### src/design/hwi_div_step.sv
// One registered restoring-division step; the top step only flags overflow.
module hwi_div_step #(
  parameter int DW = 64,
  parameter int RW = 64,
  parameter int QB = 13,
  parameter int K  = 0
) (
  input  logic          clk,
  input  logic          en,
  input  logic [DW-1:0] d_i,
  input  logic [RW-1:0] rem_i,
  input  logic [QB-1:0] q_i,
  input  logic          ovf_i,
  output logic [DW-1:0] d_o,
  output logic [RW-1:0] rem_o,
  output logic [QB-1:0] q_o,
  output logic          ovf_o
);

  localparam int TW = DW + QB + 1;

  logic [TW-1:0] dsh, rx;
  logic          ge;
  logic [DW-1:0] d_r;
  logic [RW-1:0] rem_r;
  logic [QB-1:0] q_r;
  logic          ovf_r;

  assign dsh = TW'(d_i) << K;
  assign rx  = TW'(rem_i);
  assign ge  = (rx >= dsh);

  generate
    if (K == QB) begin : g_ovf
      // quotient would not fit: flag it
      always_ff @(posedge clk) begin
        if (en) begin
          d_r   <= d_i;
          rem_r <= rem_i;
          q_r   <= q_i;
          ovf_r <= ovf_i | ge;
        end
      end
    end else begin : g_step
      always_ff @(posedge clk) begin
        if (en) begin
          d_r      <= d_i;
          rem_r    <= ge ? RW'(rx - dsh) : rem_i;
          q_r      <= q_i | (QB'(ge) << K);
          ovf_r    <= ovf_i;
        end
      end
    end
  endgenerate

  assign d_o   = d_r;
  assign rem_o = rem_r;
  assign q_o   = q_r;
  assign ovf_o = ovf_r;

endmodule

### config.mk
export PLATFORM = sky130hd
export DESIGN_NAME = hwi_div_step
export DESIGN_NICKNAME = d
export VERILOG_FILES = /design/src/design/hwi_div_step.sv
export SDC_FILE = /design/constraint.sdc
export NUM_CORES = 1
export LEC_CHECK = 0
export BUFFER_PORTS_ARGS = -buffer_cell sky130_fd_sc_hd__buf_4
export CORE_MARGIN = 5
export CORE_UTILIZATION = 25
export CTS_CLUSTER_DIAMETER = 150
export DETAILED_ROUTE_END_ITERATION = 8
export PLACE_DENSITY = 0.47
export REMOVE_ABC_BUFFERS = 1
export SYNTH_ARGS = -nofsm -noshare
export SYNTH_HDL_FRONTEND = slang
export SYNTH_SLANG_ARGS = --single-unit
### constraint.sdc
create_clock -name clk -period 3.1 [get_ports clk]
set_clock_uncertainty 0.15 [all_clocks]
set_input_delay 0.31 -clock clk [delete_from_list [all_inputs] [get_ports clk]]
set_output_delay 0.31 -clock clk [all_outputs]
set_load 0.03 [all_outputs]
== Word level (Yosys, flattened, before mapping) ==
Index checks and enable logic that the tools add are counted.

* Register bits: 142
* Output and inout port bits: 142
* Word-level logic and storage cells: 8
* Bits of input ports: 144

* Add/subtract/negate cells: 1
* $lt $le $gt $ge: 1
* Muxes and demuxes: 1
* Bitwise gates (word level): 1

{| class="wikitable"
|+ Operator list
! cell !! number
|-
| $ge A64 B64 Y1 || 1
|-
| $mux W64 || 1
|-
| $sub A64 B64 Y64 || 1
|-
| $or A13 B1 Y13 || 1
|}

== Longest topological paths before layout ==
Gate-level depths: netlist (run 1).

* Word-level depth: 2
* Gate-level depth with buffers: 15
* Gate-level depth less buffers: 12

== Worst setup path after synthesis (run 1) ==
OpenSTA, ideal clock, no wires.

* Path kind: input-to-reg
* Start: input rem_i[0]
* End: register rem_r[54] (netlist: rem_o[54]), data pin
* Arrival time: 2.660 ns
* Path slack: 0.019 ns
* Library setup time: 0.270 ns
* Path buffers: 3
* Data required time: 2.680 ns
* Cell stages on the path: 15
* Path through: inv_1 ha_1 fa_1 nand2b_1 a21o_1 a21o_1 a21boi_1 o2111ai_1 nand2_1 o31a_1 buf_2 buf_2 buf_2 nand2_1 o21ai_0

* Cells in the longest elaborated chain, start to end: 2
* Elaborated cells between the ends (all ways): 3
* Classes of those cells: 1 x add/sub; 1 x order compare; 1 x mux

{| class="wikitable"
|+ RTL lines
! element !! line !! RTL
|-
| start: declaration || 11 || <nowiki>input logic [RW-1:0] rem_i,</nowiki>
|-
| $sub A64 B64 Y64 / $ge A64 B64 Y1 (equally long branches) || 48, 31 ||
|-
| $mux W64 (*) || 48 || <nowiki>rem_r <= ge ? RW'(rx - dsh) : rem_i;</nowiki>
|-
| end signal: assignment || 48 ||
|-
| end: declaration || 25 || <nowiki>logic [RW-1:0] rem_r;</nowiki>
|}

Every way passes the cells marked *; elsewhere a longest branch is shown, timed or not.
A chain may end at the register's enable or synchronous reset.

== Worst setup path after layout (run 1) ==
* Start: input rem_i[60]
* End: register rem_r[3] (netlist: rem_o[3]), data pin

* Cells in the longest elaborated chain, start to end: 2

{| class="wikitable"
|+ RTL lines
! element !! line !! RTL
|-
| $ge A64 B64 Y1 || 31 || <nowiki>assign ge = (rx >= dsh);</nowiki>
|-
| $mux W64 || 48 ||
|}

Every way passes these cells.

==> results.json, run 1 <==
{
  "start_util_pct": 25.3,
  "dp_slack_ns": -0.482,
  "yosysSeqAreaShare_pct": 46.0,
  "firstDrtPassIters": 5,
  "viasPerCell": 4.55,
  "grt-ovfl-total": 0,
  "areaGrowthSynthToFinish_pct": 66.5,
  "period_needed_ns": 3.00,
  "pwr-share-seq_pct": 32.4,
  "wl_met2_um": 15100,
  "worstSetupStartpointType": "input port",
  "p_leak_uw": 0.00691,
  "cts_tree": "built",
  "met3_length_um": 2210,
  "drtAntennaViolNets": 0,
  "grt_max_degree": 65,
  "powerDensity_nw_per_um2": 487,
  "hold_viol": 0,
  "synth_edf_count": 142,
  "vias": 9240,
  "routed.top_layer": "met4",
  "status": "finished, final reports clean",
  "synth_top_cell_by_area": "edfxtp_1",
  "ys_types": 66,
  "ys_ff_latch": 142,
  "drc": 0,
  "wl_met1_um": 16900,
  "antenna_found_initial": 1,
  "timing.fmax_mhz": 333,
  "path_class": "input port to flop",
  "cts_buffers": 17,
  "hold_depth": 3,
  "ys_async_sr_fraction_pct": 0,
  "synthTopCellsByArea": "edfxtp_1, ha_1, nand2_1",
  "synth_area_per_cell_um2": 9.65,
  "post_drt_wl_per_cell_um": 17.0,
  "yosys_warnings": 0,
  "drt_iter0_drc": 626,
  "grt_pass1_vias": 9334,
  "synth_top_area_share_pct": 46.0,
  "peakVddDrop_mv": 0.398,
  "boundaryPins": 286,
  "crit_start": "rem_i[60]",
  "clk_pin_slew_worst_paths_ns": 0.07,
  "max-cap-violations": 0,
  "tightest_slew_ns": 0.493,
  "grt_pass1_wl_um": 52700,
  "track_usage_pct": 16.4,
  "dp_hpwl_um": 27700,
  "relSlewSlack_pct": 66.8,
  "cts_buffer_depth": 2,
  "swShare_pct": 31.4,
  "cp.arrival_ns": 3.03,
  "end_kind": "flop",
  "cts_root_buf": "clkbuf_16",
  "hold_path_class": "input port to flop",
  "port-buffer-count": 285,
  "p_sw_uw": 2360,
  "utilization_pct": 42.1,
  "rows": 70,
  "die_w_um": 203,
  "synthTopCellsByCount": "edfxtp_1, nand2_1, a21oi_1, o21ai_0, inv_1",
  "drive_gt1_share_pct": 36.6,
  "routabilityCongestion": 0.853,
  "holdPathEnd": "rem_o[58]",
  "synthesis.area_um2": 9270,
  "syn_inst": 961,
  "ys.flop_type": "edfxtp_1",
  "htree_levels": 4,
  "clockPowerShare_pct": 32.3,
  "slew_viol_final": 0,
  "die_h_um": 203,
  "fin_nets": 1760,
  "hold_ws_ns": 0.0235,
  "clock-sinks": 142,
  "dieArea_um2": 41000,
  "core_um2": 36600,
  "crit_required_ns": 3.13,
  "setup_violations": 0,
  "period_share_pct": 96.7,
  "routed_wl_um": 34500,
  "min_from": "rem_i[58]",
  "crit_fanout": 13,
  "setup_slack_ns": 0.101,
  "p_int_uw": 5160,
  "comb_power_share_pct": 35.3,
  "yosysMostFrequentCell": "edfxtp_1"
}
[cells by family (layout without fill, tap and decap cells)]
logic type	after synthesis	count (layout)	synth area share [%]
xor gates and xnor gates	57	57	5.39
adders and majority gates	65	65	8.86
DFF	142	142	46.0
AOI/OAI and AO/OA	301	301	20.2
and+or+nand+nor	278	278	14.2
buffers and inverters	116	717	5.13
muxes	2	2	0.243
other	0	1	0
[worst max path at each step]
stage | endpoint | slack (ns) | cells after the start
floorplan | rem_o[19] | -1.53 | 10
global placement | rem_o[46] | -0.48 | 12
detailed placement | rem_o[46] | -0.48 | 12
CTS | rem_o[15] | 0.008 | 13
global route | rem_o[19] | -0.002 | 14
finish | rem_o[3] | 0.10 | 12
[final cells by class]
type | instances | area, um^2
Clock buffer | 18 | 429
Inverter | 76 | 285
Multi-Input combinational cell | 703 | 4650
Clock inverter | 12 | 243
Timing Repair Buffer | 611 | 4970
Sequential cell | 142 | 4260
Tap cell | 468 | 586
Antenna cell | 1 | 2.50
Fill cell | 3639 | 21200
[through the flow]
| stage | total power (uW) | cell area (um^2) | TNS [ns] | instances |
|---|---|---|---|---|
| 6_report | 7520 | 15400 | 0 | 2031 |
| 5_1_grt | 7900 | 15400 | -0.00190 | 2031 |
| 4_1_cts | 7560 | 15300 | 0 | 2028 |
| 3_5_place_dp | 4970 | 13500 | -23.76 | 1887 |
| 3_3_place_gp | 4970 | 13500 | -23.68 | 1887 |
| 2_1_floorplan | 3750 | 9080 | -91.77 | 921 |
[power by group through the flow]
stage | clock (uW) | combinational, uW | sequential (uW)
global placement | 0 | 2500 | 2470
CTS | 2500 | 2620 | 2440
detailed placement | 0 | 2500 | 2470
floorplan | 0 | 850 | 2900
finish | 2430 | 2660 | 2430
global route | 2570 | 2870 | 2450
[critical path: stages]
cell and delay [ns]:
dlygate4sd3_1 0.55, buf_4 0.14, ha_1 0.29, and4_4 0.22, nand2_1 0.08, or3_4 0.41
buf_4 0.14, o31a_4 0.38, buf_12 0.17, buf_4 0.16, nand2_1 0.06, o21ai_0 0.10
[cell usage in the layout (no fill, tap or decap), types with 4 or more instances in the layout]
cell type      count
buf_12             7
o21a_1            10
bufinv_16          7
a21o_1            29
nor3_1            13
o21ai_1           21
a21oi_2            8
o21ai_0           80
inv_1             76
ha_1              62
buf_4            491
nor2b_1            4
xor2_1            24
nand2b_1           9
o21bai_1          12
nand3_1           16
and2_1             7
a31oi_1            5
or3_1              5
clkbuf_16         18
a21oi_1           76
dlygate4sd3_1    111
o31ai_1            4
edfxtp_1         142
o211ai_1           6
nor2_1            41
xnor2_1           33
a21boi_0           6
nand2_1          131
nand4_1           25
[routing by layer]
metal	global-route usage, %	vias to the layer above
li1	-	4697
met1	23.7	4290
met2	24.7	240
met3	4.10	13
met4	4.07	0
met5	0	-
[flip-flops by register name, indices dropped and copies added (netlist names)]
register	flops
d_o	64
rem_o	64
q_o	13
ovf_o	1
[what timing repair did]
action / CTS / global route
gates cloned: 0 / 1
hold endpoints to repair: 111 / 0
hold buffers: 111 / 0
setup buffers: 0 / 1
pin swaps: 1 / 4
endpoints found under the setup margin: 2 / 57
resized for setup: 1 / 28
(Power assumes the default switching activity.)
==> run 2: changes to the inputs <==
- CTS_BUF_LIST: unset -> sky130_fd_sc_hd__clkbuf_4 sky130_fd_sc_hd__clkbuf_8 sky130_fd_sc_hd__clkbuf_16
- PLACE_DENSITY: 0.47 -> 0.46
- clock period: 3.1 -> 3.35 ns (I/O delays scaled with it)
==> run 2 against run 1 <==
  * Sequential power down 7%
  * Sequential cell count unchanged
  * Wire length down 2.0%
==> results.json, run 2 (synthesis results as in run 1) <==
{
  "status": "finished, final reports clean",
  "grt_max_degree": 64,
  "relSlewSlack_pct": 60.5,
  "die_w_um": 203,
  "cts_root_buf": "clkbuf_16",
  "rsz0062_at_grt": "no",
  "post_drt_wl_per_cell_um": 17.3,
  "cts_buffers": 17,
  "start_util_pct": 25.3,
  "setup_slack_ns": 0.144,
  "crit_buf_inv": 4,
  "crit_fanout": 34,
  "critical-path-slowest-cell": "dlygate4sd3_1",
  "port-buffer-count": 285,
  "hold_depth": 3,
  "n_fill_cell": 3732,
  "period_needed_ns": 3.21,
  "path_class": "input port to flop",
  "peakVddDrop_mv": 0.385,
  "areaGrowthSynthToFinish_pct": 56.3,
  "grt_pass1_wl_um": 52500,
  "cp_cell_sequence": "dlygate4sd3_1 -> buf_4 -> inv_1 -> ha_1 -> a21oi_1 -> o21ai_2 -> a21oi_1 -> and3_1 -> o2111ai_1 -> nand2_1 -> o31a_2 -> buf_12 -> mux2_2",
  "firstDrtPassIters": 5,
  "utilization_pct": 39.6,
  "die_h_um": 203,
  "slowest_delay_ns": 0.53,
  "period_share_pct": 95.7,
  "dp_hpwl_um": 27400,
  "setup_violations": 0,
  "grt_pass1_vias": 9149,
  "viasPerCell": 4.60,
  "track_usage_pct": 16.4,
  "dieArea_um2": 41000,
  "drc": 0,
  "core_um2": 36600,
  "routed_wl_um": 33800,
  "max-cap-violations": 0,
  "dp_slack_ns": -0.189,
  "cp.arrival_ns": 3.25,
  "antenna_found_initial": 2,
  "end_kind": "flop",
  "crit_family": "compound AO/OA/AOI/OAI gates",
  "clock-sinks": 142,
  "stdcell_count": 1950,
  "multi_input_area_um2": 4570,
  "worstSetupStartpointType": "input port",
  "cts_buffer_depth": 2,
  "rows": 70,
  "powerDensity_nw_per_um2": 439,
  "register_area_um2": 4260,
  "drive_gt1_share_pct": 34.1,
  "fin_nets": 1677,
  "slew_viol_final": 0,
  "worst-path-stages": 13,
  "routabilityCongestion": 0.873,
  "hold_path_class": "input port to flop",
  "layout_commonest_cell": "buf_4",
  "path_common_cell": "a21oi_1",
  "drtAntennaViolNets": 0,
  "grt-ovfl-total": 0,
  "cts_tree": "built",
  "boundaryPins": 286,
  "p_leak_uw": 0.00643,
  "final_cell_mix": "buf_4, edfxtp_1, nand2_1",
  "vias": 8962,
  "tightest_slew_ns": 0.588,
  "timing.fmax_mhz": 312,
  "hold_ws_ns": 0.0262,
  "drt_iter0_drc": 536,
  "hold_viol": 0,
  "crit_required_ns": 3.40,
  "clk_pin_slew_worst_paths_ns": 0.06,
  "finalPower_uw": 6360,
  "place_inst": 1833,
  "htree_levels": 4
}
==> run 2: cell count changes in the layout (fill, tap and decap cells not counted), sizes merged <==
| cell | delta |
|---|---|
| buf | -55 |
| dlygate4sd3 | -27 |
| bufinv | -7 |
| clkinv | +5 |
| inv | +4 |
| clkbuf | -1 |
==> run 2: timing repair <==
action                                 in CTS  in global routing
endpoints found under the hold margin      84                  0
hold buffers                               84                  0
setup endpoints to repair                   0                 25
resized for setup                           0                 10
buffers inserted                            0                  0
==> run 2: path summary, 6_finish.rpt <==
path | start | to
setup / recovery | d_i[47] | rem_o[19]
hold / removal | rem_i[25] | rem_o[25]
==> run 2: power by group <==
group	internal (uW)	total (uW)	leakage [uW]	switching (uW)
clock	966	1810	0.000266	845
sequential	2190	2250	0.00139	56.9
combinational	1000	2300	0.00477	1290
total	4160	6360	0.00643	2190
==> run 2: through the flow <==
step	TNS [ns]	instance area [um^2]
6_report	0	14500
5_1_grt	0	14500
4_1_cts	0	14500
3_5_place_dp	-2.77	13100
3_3_place_gp	-1.56	13100
2_1_floorplan	-77.14	9080
==> run 2: routing by layer <==
| layer | up-vias | track usage (%) | wire length (um) |
|---|---|---|---|
| met4 | 2 | 5.02 | 776 |
| li1 | 4532 | - | - |
| met3 | 32 | 4.17 | 1860 |
| met1 | 4198 | 23.4 | 16600 |
| met2 | 198 | 24.4 | 14600 |
| met5 | - | 0 | 13 |
==> run 2: cell type report <==
class / instances / share of cell area, %
Antenna cell: 1 / 0.0173
Clock buffer: 18 / 2.99
Clock inverter: 14 / 0.769
Inverter: 76 / 1.97
Multi-Input combinational cell: 703 / 31.5
Sequential cell: 142 / 29.4
Tap cell: 468 / 4.04
Timing Repair Buffer: 528 / 29.3
==> run 2: worst min-delay path: stages <==
cell and delay, ns:
buf_4 0.08, nand2_1 0.03, o21ai_0 0.06
